[src/hw/rtl/bfra_ram.sv]
// bfra_ram: generic single write port, single read port memory
// read data is registered; no dependencies
`timescale 1ns / 1ps

module bfra_ram #(
   parameter int WIDTH = 64,
   parameter int DEPTH = 64
) (
   input  logic                     clock,
   input  logic                     we,
   input  logic [$clog2(DEPTH)-1:0] waddr,
   input  logic [WIDTH-1:0]         wdata,
   input  logic [$clog2(DEPTH)-1:0] raddr,
   output logic [WIDTH-1:0]         rdata
);

   logic [WIDTH-1:0] mem_ff [DEPTH];
   logic [WIDTH-1:0] rdata_ff;

   // write port
   always_ff @(posedge clock) begin
      if (we) begin
         mem_ff[waddr] <= wdata;
      end
   end

   // registered read port
   always_ff @(posedge clock) begin
      rdata_ff <= mem_ff[raddr];
   end

   assign rdata = rdata_ff;

endmodule

[config.mk]
export PLATFORM = sky130hd
export DESIGN_NAME = bfra_ram
export DESIGN_NICKNAME = d
export VERILOG_FILES = /design/src/hw/rtl/bfra_ram.sv
export SDC_FILE = /design/constraint.sdc
export NUM_CORES = 2
export LEC_CHECK = 0
export ABC_AREA = 1
export ABC_CLOCK_PERIOD_IN_PS = 12400
export BUFFER_PORTS_ARGS = -buffer_cell sky130_fd_sc_hd__buf_2
export CAP_MARGIN = 20
export CORE_MARGIN = 5
export CORE_UTILIZATION = 45
export CTS_CLUSTER_SIZE = 28
export DETAILED_ROUTE_END_ITERATION = 6
export PLACE_DENSITY_LB_ADDON = 0.08
export SETUP_SLACK_MARGIN = 0.05
export SYNTH_ARGS = -nofsm -noshare
export SYNTH_HDL_FRONTEND = slang
export SYNTH_SLANG_ARGS = --single-unit
[constraint.sdc]
create_clock -name clock -period 12.4 [get_ports clock]
set_input_delay 1.24 -clock clock [delete_from_list [all_inputs] [get_ports clock]]
set_output_delay 1.24 -clock clock [all_outputs]
set_load 0.01 [all_outputs]
# Word-level counts from Yosys, hierarchy flattened
# Memory sizes are Yosys's and may differ from the RTL's. A register that Yosys moved wholly into a read port is not among the register bits.
# Index checks and enable logic that the tools add are counted.
# totals
in_bits,78
ff_bits,0
memories,1
ram_bits,4096
word_cells,3
# mem_list
name,depth,word_bits,rd,rd_clocked_by_memory_dff,write_ports,line,source
mem_ff,64,64,1,1,1,17,logic [WIDTH-1:0] mem_ff [DEPTH];
# classes
mux,2
# ops
cell,n
1-bit 2-to-1 mux,2

# Depth between registers and ports, before layout
# depth
ltp_word,2
mapped_depth,13
mapped_depth_nobuf,9

# Least setup slack after synthesis
# No wires, ideal clock.
# synth_path
kind,input-to-reg
startpoint,in we
endpoint,"mem mem_ff[48][0], enable pin"
path_slack_ns,3.878
path_stages,3
arrival_time_ns,7.876
cell_sequence,clkbuf_1 nand4_1 nor4_1
# synth_via
elab_chain_cells,2
# synth_lines
element,line,source
"start, declared",10,"input logic we,"
1-bit 2-to-1 mux,22,if (we) begin
1-bit 2-to-1 mux (implied by the code),23,mem_ff[waddr] <= wdata;
"end, declared",17,
# No other way between the ends.

==> summary.md <==
| Metric | Value |
|---|---|
| Largest stage delay, worst path | `0.86 ns` |
| GP Congestion | `0.7772` |
| Antenna-violating nets left | `0` |
| # hold bufs at CTS | `0` |
| Core region area | `between 300,000 and 400,000 sq um` |
| FP Rows | `222` |
| Mean area per synthesized cell | `12.33 sq um` |
| Slowest-stage cell, CP | `buf_4` |
| Peak supply drop | `0.0001198 V` |
| Status | `complete, no violations` |
| Clock Path Buffers | `4` |
| Final setup viols | `0` |
| Final Skew | `0.03293 ns` |
| Final cycle utilization of the critical path | `0.3867` |
| Buf+Inv Stages, Crit Path | `5` |
| Aggregate global-route resource usage | `0.2880` |
| XOR/XNOR share of the synthesized area | `0` |
| Post-CTS Repair Setup Buffers | `0` |
| Netlist cell types | `16` |
| Slew headroom | `0.1139` |
| Cell Area, Placed | `between 150,000 and 200,000 sq um` |
| Resized Gates After CTS | `0` |
| RSZ-0062 raised after global routing | `no` |
| Register Area | `124,300 sq um` |
| Cell count of the worst hold path | `1` |
| Crit Reg-Reg Endpoint | `rdata[59]$_DFF_P_` |
| Cell Chain, Critical Path | `buf_8 > buf_4 > buf_4 > buf_4 > buf_4 > nand3_1 > nand3_1 > nand3_1 > nand3_1 > nand2_1 > nand2_1 > nand2_1` |
| Placed wire-length estimate | `263,000 um` |
| Kind of end point of the critical path | `register` |
| Clk Latency, worst-skew pair | `just under 1 ns` |
| Area growth from synthesis to layout | `11.83%` |
| First-pass GRT wire length | `788,900 um` |
| Combinational family with the most area after synthesis | `simple AND/OR/NAND/NOR gates` |
| Top Family by Delay on Critical Path | `buffers and inverters` |
| Total Wirelength | `562,800 um` |
| Post-place setup slack | `6.754 ns` |
| Vias/cell | `5.920` |
| Slew @ Worst Pin | `1.329 ns` |
| WP data required | `13.27 ns` |
| Iter 0 DRT Violations | `about 14,000` |
| Multi-input gate area | `36,620 sq um` |
| HP Class | `in -> reg` |
| Fin area | `~180,000 sq um` |
| Clock sinks | `4,160` |
| Total I/O pin count | `approximately 140` |
| Post-Synth Adder-Cell Area | `0` |
| Layout Nets | `13,445` |
| Fraction of layout cells with a size suffix above 1 | `0.08051` |
| Initial core utilization | `0.4519` |
| Gate Count Post-Synth | `about 13,000` |
| Fillers | `~31,000` |
| DRT Pass-1 Iters | `6` |
| Grt total ovfl | `0` |
| Largest net degree at the start of global routing | `231` |
| Die area | `379,600 sq um` |
| Fmax | `0.2085 GHz` |
| Reg clk slew, reported paths | `0.06 ns` |
| Placed Instances | `17,704` |
| Number of port buffers | `141` |
| Mux cell area share after synthesis | `0` |
| Final setup margin | `about 7.6 ns` |
| Initial antenna violation count | `34` |
| FF-to-FF Start | `mem_ff[33][59]$_DFFE_PP_` |
| Syn nets | `13,483` |
| Cell Area, Synth | `165,300 sq um` |
| Slew Limit Fails | `0` |
| Die W | `616.1 um` |
| Routed WL per cell | `between 30 and 40 um` |
| Die height | `616.1 um` |
| R2R setup slack | `10.70 ns` |
| P_leak | `64.62 nW` |
| MaxCap Viol Count | `0` |
| Yosys warnings | `0` |
| Synth Area in Compound Gates | `0` |
| Worst R2R Path Depth | `8` |
| Vias in the first global route | `102,478` |
| Layout Cells excl Fill | `18,566` |
| Via Count | `around 110k` |
| Simple-gate share of the synthesized area | `0.2187` |
| Yosys reg bits | `4,160` |
| Nature of the critical path startpoint | `primary input` |
| Total power divided by cell area | `163.7 nW/um^2` |
| Num CTS Buffers | `440` |
| Critical setup path kind | `in -> reg` |
| Htree depth | `5` |
| Root Driver | `clkbuf_16` |
| Critical path arrival | `5.67 ns` |
| Sum Neg Setup Slack | `0 ns` |
| CTS tree | `done` |
| End point of the worst hold path | `mem_ff[1][50]$_DFFE_PP_` |
| # DRC | `0` |
| Fin crit period | `4.795 ns` |
| Power Total | `30.26 mW` |
| Final Hold Vio Count | `0` |
| Min-delay src | `wdata[50]` |
| Register area share after synthesis | `0.7518` |
| Highest net fanout along the worst path | `65` |
[metrics by stage]
stage	util	hold WS [ns]
after global placement	0.4647	0.7782
after floorplan	-	0.7214
final	0.5054	0.5511
after global routing	0.5053	0.5196
after detailed placement	0.4650	0.7811
after CTS	0.5032	0.5074
[synthesized netlist by cell type, drive strengths merged]
cell type	number	area, sq um
nor4	8	50.05
edfxtp	4096	123000
nor2	56	210.2
dfxtp	64	1281
nand4	9	56.30
nand2	4416	16580
clkbuf	147	551.8
buf	750	4279
inv	12	50.05
nand3	3847	19250
[sequential cells by signal, summed over array words and instances, names as in the netlist]
signal  cells
rdata      64
mem_ff   4096
[cells in the final DEF (no fill, tap or decap)]
| cell type | n |
|---|---|
| clkinv_4 | 1 |
| nand2_1 | 4416 |
| clkinv_8 | 5 |
| clkbuf_8 | 13 |
| inv_8 | 3 |
| dfxtp_1 | 64 |
| inv_6 | 7 |
| clkbuf_16 | 448 |
| inv_1 | 6 |
| bufinv_16 | 36 |
| edfxtp_1 | 4096 |
| diode_2 | 12 |
| buf_12 | 76 |
| buf_2 | 135 |
| clkinv_1 | 93 |
| inv_16 | 4 |
| nand3_1 | 3847 |
| buf_16 | 4 |
| clkbuf_1 | 101 |
| buf_4 | 197 |
| buf_8 | 4 |
| clkinvlp_4 | 13 |
| clkinv_2 | 94 |
| nand4_1 | 9 |
| inv_4 | 1 |
| buf_6 | 1 |
| nor2_4 | 56 |
| nor4_2 | 8 |
[layer usage]
metal / routed length (um) / part of all wire / GRT usage / up-vias
li1: - / - / - / 47850
met1: 235900 / 0.42 / 0.4110 / 56202
met2: 264500 / 0.47 / 0.4626 / 4994
met3: 42600 / 0.076 / 0.03840 / 858
met4: 19650 / 0.035 / 0.08906 / 6
met5: 36 / 0.000064 / 0 / -
[cell families (layout without fill, tap and decap cells)]
| family | count (synthesis) | after routing |
|---|---|---|
| buffers and inverters | 909 | 1242 |
| and+or+nand+nor | 8336 | 8336 |
| other | 0 | 12 |
| DFF | 4160 | 4160 |
[where the power goes]
group	internal, mW	switching [mW]	leakage, nW	total (mW)
Clock	7.42	5.47	6.85	12.9
Sequential	15.6	0.0787	37.4	15.6
Combinational	0.417	1.31	20.4	1.73
[worst max path at each step]
stage | slack, ns | from | cells after the start | to
6_report | 7.60 | raddr[1] | 12 | rdata[14]$_DFF_P_
5_1_grt | 7.49 | raddr[1] | 12 | rdata[19]$_DFF_P_
4_1_cts | 7.83 | raddr[1] | 12 | rdata[14]$_DFF_P_
3_5_place_dp | 6.75 | raddr[1] | 12 | rdata[14]$_DFF_P_
3_3_place_gp | 6.73 | raddr[1] | 12 | rdata[14]$_DFF_P_
2_1_floorplan | 3.88 | we | 3 | mem_ff[48][0]$_DFFE_PP_
[area by class of cell]
type | instances | area share
diodes | 12 | 0.0001624
clock buffers | 562 | 0.06366
clock inverters | 251 | 0.01184
inverters | 12 | 0.0005550
multi-input cells | 8336 | 0.1981
flip-flops and latches | 4160 | 0.6723
well taps | 4816 | 0.03259
repair buffers | 417 | 0.02087
(Power assumes the default switching activity.)
