`config.mk`:
```
export PLATFORM = sky130hd
export DESIGN_NAME = bfra_mod_unit
export DESIGN_NICKNAME = d
export VERILOG_FILES = /design/src/hw/rtl/bfra_pkg.sv /design/src/hw/rtl/bfra_mod_unit.sv
export SDC_FILE = /design/constraint.sdc
export NUM_CORES = 1
export LEC_CHECK = 0
export ABC_AREA = 1
export BUFFER_PORTS_ARGS = -buffer_cell sky130_fd_sc_hd__buf_2
export CAP_MARGIN = 10
export CORE_ASPECT_RATIO = 2
export CORE_MARGIN = 2
export CORE_UTILIZATION = 25
export DETAILED_ROUTE_END_ITERATION = 10
export HOLD_SLACK_MARGIN = 0.06
export PLACE_DENSITY = 0.5
export SYNTH_ARGS = -nofsm -noshare
export SYNTH_HDL_FRONTEND = slang
export SYNTH_SLANG_ARGS = --single-unit
```
`constraint.sdc`:
```
create_clock -name clock -period 8.3 [get_ports clock]
set_input_delay 1.245 -clock clock [delete_from_list [all_inputs] [get_ports clock]]
set_output_delay 1.245 -clock clock [all_outputs]
set_load 0.005 [all_outputs]
```
`src/hw/rtl/bfra_pkg.sv`:
```
// bfra_pkg: shared types and constants of the best-fit range allocator
// used by the allocator top level and its remainder unit
`timescale 1ns / 1ps

package bfra_pkg;

   // fixed field widths of the request, response and register port
   localparam int FIELD_BITS       = 32;
   localparam int ALIGN_BITS       = 17;
   localparam int STATUS_BITS      = 2;
   localparam int RANGE_COUNT_BITS = 7;
   localparam int PADDR_BITS       = 3;

   // request opcodes
   localparam logic OP_ALLOC = 1'b0;
   localparam logic OP_FREE  = 1'b1;

   // response status codes
   localparam logic [STATUS_BITS-1:0] STATUS_OK     = 2'd0;
   localparam logic [STATUS_BITS-1:0] STATUS_NO_FIT = 2'd1;
   localparam logic [STATUS_BITS-1:0] STATUS_FULL   = 2'd2;

   // register index of pool_size (word address)
   localparam logic REG_POOL_SIZE = 1'b0;

   // sequencer states
   typedef enum logic [3:0] {
      ST_INIT,
      ST_IDLE,
      ST_SCAN_RD,
      ST_SCAN_EVAL,
      ST_MOD_WAIT,
      ST_DECIDE,
      ST_WR_UPD,
      ST_RD_LAST,
      ST_WR_DROP,
      ST_WR_APP,
      ST_FINISH
   } alloc_state_type;

endpackage

```
`src/hw/rtl/bfra_mod_unit.sv`:
```
// bfra_mod_unit: multi-cycle remainder of a value by the alignment
// four quotient bits per cycle; depends on bfra_pkg
`timescale 1ns / 1ps

module bfra_mod_unit #(
   parameter int VAL_BITS = 32
) (
   input  logic                            clock,
   input  logic                            reset,
   input  logic                            start,
   input  logic [VAL_BITS-1:0]             dividend,
   input  logic [bfra_pkg::ALIGN_BITS-1:0] divisor,
   output logic                            done,
   output logic [bfra_pkg::ALIGN_BITS-1:0] remainder
);
   import bfra_pkg::*;

   localparam int DIGIT_BITS = 4;
   localparam int STEPS      = (VAL_BITS + DIGIT_BITS - 1) / DIGIT_BITS;
   localparam int PAD_BITS   = STEPS * DIGIT_BITS;
   localparam int CNT_BITS   = $clog2(STEPS + 1);

   logic [PAD_BITS-1:0]   shift_ff, shift_in;
   logic [ALIGN_BITS-1:0] rem_ff, rem_in, rem_step;
   logic [CNT_BITS-1:0]   cnt_ff, cnt_in;
   logic                  busy_ff, busy_in;
   logic                  done_ff, done_in;

   // restoring remainder steps for one digit
   always_comb begin
      logic [ALIGN_BITS:0]   trial;
      logic [ALIGN_BITS-1:0] r;
      r     = rem_ff;
      trial = '0;
      for (int j = 0; j < DIGIT_BITS; j++) begin
         trial = {r, shift_ff[PAD_BITS-1-j]};
         if (trial >= {1'b0, divisor}) begin
            trial = trial - {1'b0, divisor};
         end
         r = trial[ALIGN_BITS-1:0];
      end
      rem_step = r;
   end

   // iteration control
   always_comb begin
      shift_in = shift_ff;
      rem_in   = rem_ff;
      cnt_in   = cnt_ff;
      busy_in  = busy_ff;
      done_in  = 1'b0;
      if (start) begin
         shift_in = PAD_BITS'(dividend);
         rem_in   = '0;
         cnt_in   = CNT_BITS'(STEPS);
         busy_in  = 1'b1;
      end else if (busy_ff) begin
         shift_in = shift_ff << DIGIT_BITS;
         rem_in   = rem_step;
         cnt_in   = cnt_ff - CNT_BITS'(1);
         if (cnt_ff == CNT_BITS'(1)) begin
            busy_in = 1'b0;
            done_in = 1'b1;
         end
      end
   end

   always_ff @(posedge clock) begin
      if (reset) begin
         busy_ff <= 1'b0;
         done_ff <= 1'b0;
      end else begin
         busy_ff <= busy_in;
         done_ff <= done_in;
      end
      shift_ff <= shift_in;
      rem_ff   <= rem_in;
      cnt_ff   <= cnt_in;
   end

   assign done      = done_ff;
   assign remainder = rem_ff;

endmodule

```
== Yosys cells after proc, flatten, opt, wreduce, memory -nomap -nowiden ==
Index checks and enable logic that the tools add are counted.

* Output and inout bits: 18
* Word-level logic and storage cells: 28
* Memories kept: 0
* Bits in read-only memories: 0
* RAM bits: 0
* Input bits: 52
* Bits in registers: 55
* Bits in latches: 0

* Muxes and demuxes: 10
* Equal/unequal tests: 1
* Add/sub/neg operators: 5
* Multiply operators: 0
* Div/mod/pow operators: 0
* Magnitude comparators: 4
* Shift operators: 0
* Reductions and logical operators: 2
* Bitwise gates (word level): 1

{| class="wikitable"
|+ Operators with widths
! cell !! number
|-
| >= comparator 18 x 17 -> 1 bit || 4
|-
| 2-to-1 mux 17 bit || 4
|-
| subtractor 17 bit || 4
|-
| 2-to-1 mux 32 bit || 2
|-
| == test 4 x 1 -> 1 bit, second input constant || 1
|-
| 2-to-1 mux 1 bit || 4
|-
| subtractor 4 x 1 -> 4 bit, second input constant || 1
|-
| OR reduction 3 bit || 1
|-
| nonzero test 2 bit || 1
|-
| inverter 1 bit || 1
|}

== Longest topological paths before layout ==
Gate-level depths: netlist of run 1.

* Word-level depth: 8
* Gate-level depth with buffers: 61
* Gate-level depth less buffers: 58

== Least setup slack after synthesis of run 1 ==
Ideal clock, no wire load.

* Kind: input-to-reg
* From: input port divisor[12] (netlist bit)
* To: register rem_ff[15], in the netlist remainder[15]
* Path buffers: 4
* Data required time: 8.186 ns
* Library setup time: 0.114 ns
* Slack: 0.232 ns
* Arrival: 7.954 ns
* Stages on the path: 57
* Path through: inv_1 ha_1 nand2_1 inv_1 nand2_1 nand2_1 nand2_1 o21ai_2 nor2_2 nand2_2 buf_4 or2_2 nand2_1 inv_1 ha_1 nand2_1 nor2_1 nand2_1 [21 not listed] fa_1 nand2_1 a21oi_1 nor2_1 nor2_1 nor2_1 nand2_1 nand3_1 nand2_1 nand2_1 nand2_1 a21oi_1 nand2_2 nor2_4 buf_6 nand2_1 nand3_1 nand2_1

* Cells in the longest elaborated chain, start to end: 8

{| class="wikitable"
|+ RTL lines
! element !! RTL line !! source
|-
| start, declared || bfra_mod_unit.sv:12 || <nowiki>input logic [bfra_pkg::ALIGN_BITS-1:0] divisor,</nowiki>
|-
| subtractor 17 bit / >= comparator 18 x 17 -> 1 bit (equally long branches) || bfra_mod_unit.sv:38, bfra_mod_unit.sv:37 ||
|-
| 2-to-1 mux 17 bit || bfra_mod_unit.sv:37 || <nowiki>if (trial >= {1'b0, divisor}) begin</nowiki>
|-
| subtractor 17 bit / >= comparator 18 x 17 -> 1 bit (equally long branches) || bfra_mod_unit.sv:38, bfra_mod_unit.sv:37 ||
|-
| 2-to-1 mux 17 bit || bfra_mod_unit.sv:37 ||
|-
| subtractor 17 bit / >= comparator 18 x 17 -> 1 bit (equally long branches) || bfra_mod_unit.sv:38, bfra_mod_unit.sv:37 ||
|-
| 2-to-1 mux 17 bit || bfra_mod_unit.sv:37 ||
|-
| subtractor 17 bit / >= comparator 18 x 17 -> 1 bit (equally long branches) || bfra_mod_unit.sv:38, bfra_mod_unit.sv:37 ||
|-
| 2-to-1 mux 17 bit (*) || bfra_mod_unit.sv:37 ||
|-
| end signal, assigned || bfra_mod_unit.sv:77 || <nowiki>rem_ff <= rem_in;</nowiki>
|-
| end, declared || bfra_mod_unit.sv:24 || <nowiki>logic [ALIGN_BITS-1:0] rem_ff, rem_in, rem_step;</nowiki>
|}

Mark *: on every way between the ends. The rest lies on a longest branch, timed or not.
A chain may end at the register's enable or synchronous reset.

== Final worst setup path of run 1 ==
* From: input port divisor[14] (netlist bit)
* To: register rem_ff[7], in the netlist remainder[7]

* Cells in the longest elaborated chain, start to end: 8

{| class="wikitable"
|+ RTL lines
! element !! RTL line
|-
| subtractor 17 bit / >= comparator 18 x 17 -> 1 bit (equally long branches) || bfra_mod_unit.sv:38, bfra_mod_unit.sv:37
|-
| 2-to-1 mux 17 bit || bfra_mod_unit.sv:37
|-
| subtractor 17 bit / >= comparator 18 x 17 -> 1 bit (equally long branches) || bfra_mod_unit.sv:38, bfra_mod_unit.sv:37
|-
| 2-to-1 mux 17 bit || bfra_mod_unit.sv:37
|-
| >= comparator 18 x 17 -> 1 bit / subtractor 17 bit (equally long branches) || bfra_mod_unit.sv:37, bfra_mod_unit.sv:38
|-
| 2-to-1 mux 17 bit || bfra_mod_unit.sv:37
|-
| subtractor 17 bit / >= comparator 18 x 17 -> 1 bit (equally long branches) || bfra_mod_unit.sv:38, bfra_mod_unit.sv:37
|-
| 2-to-1 mux 17 bit (*) || bfra_mod_unit.sv:37
|}

Marked as above.

==> results of run 1 <==
[state kept, by name (all words and copies together), names as in the netlist]
signal / count
remainder: 17
done: 1
cnt_ff: 4
busy_ff: 1
shift_ff: 32
[final cells by class]
type | instances | area share (%)
clock inverters | 3 | 0.3323
clock buffers | 5 | 1.231
repair buffers | 363 | 26.04
well taps | 336 | 4.135
multi-input cells | 786 | 49.34
flip-flops and latches | 55 | 13.98
inverters | 130 | 4.935
[kinds of logic (layout without fill, tap and decap cells)]
kind of cell,count (synthesis),in the layout,synth area share [%]
DFF,55,55,22.24
AOI/OAI and AO/OA,149,149,12.92
and+or+nand+nor,509,511,33.57
xor gates and xnor gates,52,52,7.125
buffers and inverters,148,501,9.199
adders and majority gates,74,74,14.95
[per-layer routing]
metal,vias to the layer above,share of wire (%)
met5,-,0
met4,0,7.0
met3,88,2.7
met2,183,57
met1,3524,34
li1,3914,-
[worst max-delay path, delay by kind of cell]
family | cells | cell delay [ps]
and+or+nand+nor | 28 | 2600
buffers and inverters | 9 | 1100
AOI/OAI and AO/OA | 11 | 1900
adders and majority gates | 4 | 1300
[worst min-delay path by stage]
stage	from	slack, ps	to
floorplan	cnt_ff[3]$_SDFFE_PP1P_	450	cnt_ff[3]$_SDFFE_PP1P_
CTS	cnt_ff[3]$_SDFFE_PP1P_	490	cnt_ff[3]$_SDFFE_PP1P_
finish	cnt_ff[3]$_SDFFE_PP1P_	490	cnt_ff[3]$_SDFFE_PP1P_
global placement	cnt_ff[3]$_SDFFE_PP1P_	460	cnt_ff[3]$_SDFFE_PP1P_
detailed placement	cnt_ff[3]$_SDFFE_PP1P_	480	cnt_ff[3]$_SDFFE_PP1P_
global route	shift_ff[14]$_DFFE_PP_	540	shift_ff[18]$_DFFE_PP_
[cell usage in the layout, fill, tap and decap left out, drive strengths merged, types with 4 or more instances in the layout]
| cell type | count |
|---|---|
| xnor2 | 27 |
| ha | 70 |
| o21ai | 64 |
| nand4 | 5 |
| edfxtp | 32 |
| nor3 | 9 |
| dfxtp | 23 |
| a21o | 5 |
| inv | 129 |
| a31oi | 4 |
| nor2 | 56 |
| nand2 | 375 |
| o21bai | 4 |
| nand3 | 58 |
| fa | 4 |
| buf | 362 |
| clkbuf | 6 |
| a21oi | 57 |
| xor2 | 25 |
[through the flow]
stage               hold WS [ps]  TNS [ps]
finish                     488.4         0
global route               541.3    -734.8
CTS                        487.9         0
detailed placement         477.0    -11080
global placement           457.2    -10730
floorplan                  445.4         0
[repair_timing]
| action | CTS | global route |
|---|---|---|
| buffers inserted | 3 | 20 |
| cloned | 1 | 2 |
| resized for setup | 19 | 136 |
| hold endpoints to repair | 0 | 0 |
| pin swaps | 5 | 40 |
| endpoints found under the setup margin | 17 | 17 |
==> impl_metrics.py, run 1 <==
metrics = {
    "run_status": {
        "status": "finished, final reports clean",
    },
    "clock_network": {
        "clk_latency_ps": 320,
        "path_clk_slew_ps": 80,
        "holdBufCountCts": 0,
        "cts_inserted_buffers": 5,
        "cts.sinks": 55,
        "clock_path_buffers": 2,
        "clockRootBuffer": "clkbuf_16",
        "cts_tree": "built",
        "h-tree-depth": 2,
    },
    "sta": {
        "slew_headroom_pct": 45.81,
        "fin_crit_sh_pct": 95.79,
        "layout_min_cycle_time_ps": 7951,
        "tightest_slew_ps": 812.0,
        "slew_viol_final": 0,
        "worst_slack_ps": 349.2,
        "hold_viol": 0,
        "skew_ps": 17.16,
        "final-setup-viol-count": 0,
        "fmax_mhz": 125.8,
    },
    "worst_hold_path": {
        "hold_path_depth": 1,
        "hp-class": "reg2reg",
    },
    "floorplan": {
        "core_area_mm2": 0.02514,
        "die_h_um": 230.1,
        "rows": 82,
        "die_area_mm2": 0.02694,
        "ios": 70,
        "initial_utilization_pct": 25.43,
        "die_w_um": 117.1,
    },
    "detailed_routing": {
        "drt_iter0_markers": 348,
        "vias": 7709,
        "vias_per_cell": 4.594,
        "wl_per_cell_um": 16.07,
        "postRouteAntennaNets": 0,
        "wl_um": 26960,
        "dr.pass1.iters": 6,
        "remaining_drc_errors": 0,
    },
    "final_layout": {
        "fin_util_pct": 40.44,
        "fill_cells": 2718,
        "area_delta_synth_final_pct": 59.03,
        "antenna_cells": 0,
        "regArea_mm2": 0.001421,
        "nets": 1467,
        "multiInputGateArea_mm2": 0.005016,
        "drive_gt1_share_pct": 38.00,
        "final_cells": 1678,
        "stdcell_area_mm2": 0.01017,
    },
    "synthesis": {
        "synth.most_common_cell": "nand2_1",
        "syn_area_mm2": 0.006392,
        "syn-num-nets": 1113,
        "yosys.area.top_type": "nand2_1",
        "synth_commonest_cells": "nand2_1 (367), inv_1 (126), ha_1 (70)",
        "synth_edf_count": 32,
        "synthDistinctLibCells": 45,
        "synth_seq_cells": 55,
        "netlist.area_leader.share_pct": 21.55,
        "yosys_warnings": 0,
        "synth_area_leaders": "nand2_1 (22%), edfxtp_1 (15%), ha_1 (14%), inv_1 (7.4%), dfxtp_1 (7.2%)",
        "ys.flop_type": "edfxtp_1",
        "synthArstFlopShare_pct": 0,
        "synth-seq-area-share_pct": 22.24,
        "synth_cells": 987,
        "synth_area_per_cell_um2": 6.477,
    },
    "placed_design": {
        "placed_area_mm2": 0.009110,
        "dp.cells": 1644,
        "portBuffers": 69,
        "dp_hpwl_um": 22480,
        "gp_congestion": 0.9242,
        "pre_cts_slack_ps": -748.3,
    },
    "setup_path": {
        "worstSetupEndpointType": "register",
        "cp_max_fo": 10,
        "slowest_stage": "o21ai_1",
        "r2r_setup_slack_ps": 900,
        "crit_path_start_kind": "primary input",
        "cp_data_arrival_time_ps": 8140,
        "crit_start": "divisor[14]",
        "path_class": "in2reg",
        "cpMostUsedCell": "nand2_1",
        "crit_path_end": "remainder[7]$_SDFFE_PP0P_",
        "slowest_delay_ps": 360,
        "ff2ff_path_depth": 45,
        "reg2reg_to": "remainder[7]$_SDFFE_PP0P_",
        "required_ps": 8490,
        "r2r_start": "shift_ff[31]$_DFFE_PP_",
    },
    "global_routing": {
        "gr-usage-met3_pct": 1.160,
        "grt.busiest_layer": "met2",
        "grt-ovfl-total": 0,
        "grt_pass1_vias": 7998,
        "antenna_found_initial": 0,
        "use_met2_pct": 39.41,
        "met1_usage_pct": 19.32,
        "track_usage_pct": 19.87,
        "grt_pass1_wl_um": 40810,
        "grt_max_degree": 39,
    },
    "job": {
        "cap_violations": 0,
    },
}
Power of run 1 is left out: the tool's default activity adds up to more than one toggle a clock period on the data nets, which glitch-free logic cannot reach.
==> run 2, diff against run 1 <==
Settings changed: REMOVE_ABC_BUFFERS from default to 1.
==> impl_metrics.py, run 2 (synthesis gave the netlist of run 1 again) <==
metrics = {
    "sta": {
        "final-setup-viol-count": 0,
        "slew_viol_final": 0,
        "slew_headroom_pct": 44.51,
        "layout_min_cycle_time_ps": 7948,
        "tightest_slew_ps": 831.4,
        "skew_ps": 13.49,
        "fin_crit_sh_pct": 95.76,
        "hold_viol": 0,
        "fmax_mhz": 125.8,
    },
    "global_routing": {
        "grt-ovfl-total": 0,
        "track_usage_pct": 18.71,
        "grt_pass1_vias": 8002,
        "grt_pass1_wl_um": 38360,
        "antenna_found_initial": 0,
        "grt_max_degree": 39,
    },
    "detailed_routing": {
        "vias_per_cell": 4.570,
        "vias": 7651,
        "postRouteAntennaNets": 0,
        "dr.pass1.iters": 4,
        "drt_iter0_markers": 250,
        "wl_um": 25310,
        "remaining_drc_errors": 0,
        "wl_per_cell_um": 15.12,
    },
    "floorplan": {
        "rows": 82,
        "die_w_um": 117.1,
        "die_h_um": 230.1,
        "die_area_mm2": 0.02694,
        "initial_utilization_pct": 25.43,
        "ios": 70,
        "core_area_mm2": 0.02514,
    },
    "clock_network": {
        "cts_tree": "built",
        "clock_path_buffers": 2,
        "clockRootBuffer": "clkbuf_16",
        "clk_latency_ps": 320,
        "holdBufCountCts": 0,
        "cts_inserted_buffers": 5,
        "h-tree-depth": 2,
        "cts.sinks": 55,
        "path_clk_slew_ps": 80,
    },
    "placed_design": {
        "portBuffers": 69,
        "dp.cells": 1650,
        "dp_hpwl_um": 21260,
        "gp_congestion": 0.8927,
    },
    "setup_path": {
        "cp_data_arrival_time_ps": 8150,
        "cp_max_fo": 18,
        "cpMostUsedCell": "nand2_1",
        "worstSetupEndpointType": "register",
        "slowest_delay_ps": 320,
        "slowest_stage": "ha_1",
        "path_class": "in2reg",
        "r2r_setup_slack_ps": 910,
        "critPathTopFamily": "simple AND/OR/NAND/NOR gates",
        "required_ps": 8510,
        "crit_buf_inv": 10,
        "crit_path_start_kind": "primary input",
    },
    "final_layout": {
        "drive_gt1_share_pct": 37.14,
        "multiInputGateArea_mm2": 0.004949,
        "final_common_cell": "nand2_1",
        "area_delta_synth_final_pct": 56.59,
        "regArea_mm2": 0.001421,
        "fill_cells": 2715,
        "antenna_cells": 0,
        "final_cells": 1674,
        "fin_util_pct": 39.82,
        "final_cell_mix": "nand2_1 (346), buf_4 (283), inv_1 (121)",
        "largest-register": "shift_ff",
        "largest_reg_flops": 32,
        "nets": 1463,
    },
    "run_status": {
        "status": "finished, final reports clean",
    },
    "job": {
        "cap_violations": 0,
    },
    "worst_hold_path": {
        "hp-class": "reg2reg",
    },
}
run 2: cell types whose count changed in the layout (fill, tap and decap cells not counted), sizes merged:
cell    delta
nand3      -1
inv        +2
clkbuf     -1
clkinv     -1
buf        -3
run 2: path summary, 6_finish.rpt:
check | start | end | depth (start not counted)
setup / recovery | divisor[9] | remainder[9]$_SDFFE_PP0P_ | 54
hold / removal | cnt_ff[3]$_SDFFE_PP1P_ | cnt_ff[3]$_SDFFE_PP1P_ | 1
setup reg to reg | remainder[3]$_SDFFE_PP0P_ | remainder[9]$_SDFFE_PP0P_ | 49
hold reg to reg | cnt_ff[3]$_SDFFE_PP1P_ | cnt_ff[3]$_SDFFE_PP1P_ | 1
run 2: area by class of cell:
class                   count  share of cell area, %
multi-input cells         785                  49.44
clock inverters             3                 0.2250
repair inverters            1                0.08750
flip-flops and latches     55                  14.20
repair buffers            359                  25.52
clock buffers               5                  1.250
inverters                 130                  5.075
well taps                 336                  4.200
run 2: repair_timing:
item	in CTS	in global routing
resized for setup	24	128
gates cloned	0	3
buffers inserted	0	13
pin swaps	1	29
setup endpoints to repair	17	17
run 2: per-layer routing:
metal / GRT usage (%) / vias up / wire [um]
met2: 38.11 / 159 / 14630
li1: - / 3892 / -
met1: 16.23 / 3514 / 8071
met4: 13.13 / 0 / 2104
met5: 0 / - / 0
met3: 0.9752 / 86 / 502
run 2: worst reg2reg max path, delay by kind of cell, from the launching register on:
family / cells / cell delay (ps)
AOI/OAI and AO/OA: 12 / 2120
xor gates and xnor gates: 1 / 150
adders and majority gates: 4 / 1180
buffers and inverters: 8 / 1070
DFF: 1 / 530
and+or+nand+nor: 24 / 2210
run 2: through the flow:
stage | hold slack (ps) | setup WS [ps] | TNS (ps) | instance area (um^2)
after floorplan | 445.4 | 331.8 | 0 | 6292
after detailed placement | 470.3 | -826.6 | -12760 | 9130
after CTS | 486.6 | 6.708 | 0 | 9335
final | 486.2 | 352.1 | 0 | 10010
after global routing | 532.2 | -150.9 | -1620 | 10010
after global placement | 461.0 | -815.0 | -12540 | 9130
Power of run 2 is left out for the same reason.
==> run 3, diff against run 2 <==
==> constraint.sdc (replaced) <==
create_clock -name clock -period 8.3 [get_ports clock]
set_input_delay 0.83 -clock clock [delete_from_list [all_inputs] [get_ports clock]]
set_output_delay 0.83 -clock clock [all_outputs]
set_load 0.005 [all_outputs]
==> impl_metrics.py, run 3 (synthesis gave the netlist of run 1 again) <==
metrics = {
    "floorplan": {
        "die_w_um": 117.1,
        "core_area_mm2": 0.02514,
        "initial_utilization_pct": 25.43,
        "die_area_mm2": 0.02694,
        "rows": 82,
        "ios": 70,
        "die_h_um": 230.1,
    },
    "final_layout": {
        "largest_reg_flops": 32,
        "final_cell_mix": "nand2_1 (365), buf_4 (256), inv_1 (126)",
        "multiInputGateArea_mm2": 0.004602,
        "drive_gt1_share_pct": 30.35,
        "regArea_mm2": 0.001421,
        "antenna_cells": 0,
        "nets": 1433,
        "largest-register": "shift_ff",
        "final_common_cell": "nand2_1",
        "fill_cells": 2728,
        "area_delta_synth_final_pct": 47.62,
    },
    "sta": {
        "tightest_slew_ps": 841.6,
        "slew_headroom_pct": 43.83,
        "layout_min_cycle_time_ps": 7868,
        "fin_crit_sh_pct": 94.79,
        "finalSetupTns_ps": 0,
        "final-setup-viol-count": 0,
        "hold_viol": 0,
        "slew_viol_final": 0,
        "skew_ps": 6.494,
        "worst_slack_ps": 432.3,
        "fmax_mhz": 127.1,
    },
    "clock_network": {
        "cts_inserted_buffers": 5,
        "path_clk_slew_ps": 80,
        "clock_path_buffers": 2,
        "cts.sinks": 55,
        "h-tree-depth": 2,
        "cts_tree": "built",
        "clockRootBuffer": "clkbuf_16",
        "clk_latency_ps": 300,
    },
    "setup_path": {
        "crit_buf_inv": 12,
        "cp_data_arrival_time_ps": 8120,
        "slowest_delay_ps": 430,
        "slowest_stage": "fa_1",
        "crit_path_start_kind": "primary input",
        "cpMostUsedCell": "nand2_1",
        "path_class": "in2reg",
        "required_ps": 8550,
        "critPathTopFamily": "simple AND/OR/NAND/NOR gates",
        "r2r_setup_slack_ps": 610,
        "cp_max_fo": 8,
        "worstSetupEndpointType": "register",
        "r2r_start": "shift_ff[31]$_DFFE_PP_",
        "crit_start": "divisor[11]",
    },
    "worst_hold_path": {
        "min-delay-start": "cnt_ff[2]$_SDFFE_PP0P_",
        "hp-class": "reg2reg",
    },
    "detailed_routing": {
        "vias_per_cell": 4.497,
        "drt_iter0_markers": 243,
        "postRouteAntennaNets": 0,
        "wl_per_cell_um": 15.15,
        "dr.pass1.iters": 4,
        "vias": 7393,
        "remaining_drc_errors": 0,
        "wl_um": 24910,
    },
    "run_status": {
        "status": "finished, final reports clean",
    },
    "placed_design": {
        "portBuffers": 69,
        "pre_cts_slack_ps": -814.3,
        "dp_hpwl_um": 21630,
        "gp_congestion": 0.8948,
    },
    "global_routing": {
        "antenna_found_initial": 0,
        "grt-ovfl-total": 0,
        "track_usage_pct": 18.46,
        "grt_pass1_wl_um": 37270,
        "grt_pass1_vias": 7581,
        "grt_max_degree": 39,
    },
    "job": {
        "cap_violations": 0,
    },
}
[run 3: cell types whose count changed in the layout (fill, tap and decap cells not counted), moves of 5 or more]
cell	change
nand3_1	+8
ha_1	+10
nand2_2	-17
a21oi_2	-8
nand2_1	+19
inv_1	+5
buf_4	-27
a21oi_1	+8
nand3_2	-6
o21ai_0	+9
o21ai_2	-13
ha_4	-11
inv_2	-5
[run 3: repair_timing]
| item | in CTS | in global routing |
|---|---|---|
| buffers inserted | 2 | 3 |
| hold buffers | 0 | 0 |
| pin swaps | 3 | 9 |
| gates resized for setup | 10 | 47 |
| endpoints found under the setup margin | 17 | 17 |
| cloned | 1 | 1 |
[run 3: path summary, 6_finish.rpt]
| path | to | depth (start not counted) |
|---|---|---|
| worst max register to register | remainder[11]$_SDFFE_PP0P_ | 57 |
| worst max-delay path | remainder[11]$_SDFFE_PP0P_ | 58 |
| worst min register to register | cnt_ff[2]$_SDFFE_PP0P_ | 2 |
| worst min-delay path | cnt_ff[2]$_SDFFE_PP0P_ | 2 |
[run 3: cell type report]
class                           count  area share [%]
Timing Repair Buffer              329           24.78
Clock inverter                      3          0.3580
Sequential cell                    55           15.06
Multi-Input combinational cell    786           48.77
Clock buffer                        5           1.326
Tap cell                          336           4.455
Inverter                          130           5.251
[run 3: worst register-to-register path: cells and delay by family (launching register included)]
family,cells,cell delay (ps)
simple gates,35,3780
fa+ha+maj,5,1610
buf+inv,11,1190
compound gates,6,680
flops,1,400
[run 3: per-layer routing]
layer	vias up	GRT usage, %	part of all wire [%]
li1	3833	-	-
met1	3338	15.79	32
met2	146	37.54	58
met3	76	0.9752	2.3
met4	0	13.53	7.8
met5	-	0	0
[run 3: metrics by stage]
step                      instance area [um^2]  utilization [%]  hold WS (ps)  cells
after global routing                      9437            37.54         516.3   1644
after detailed placement                  8997            35.79         478.6   1629
after global placement                    8997            35.79         458.5   1629
after CTS                                 9210            36.64         491.0   1640
final                                     9437            37.54         487.9   1644
after floorplan                           6292                -         445.4    969
Power of run 3 is left out for the same reason.
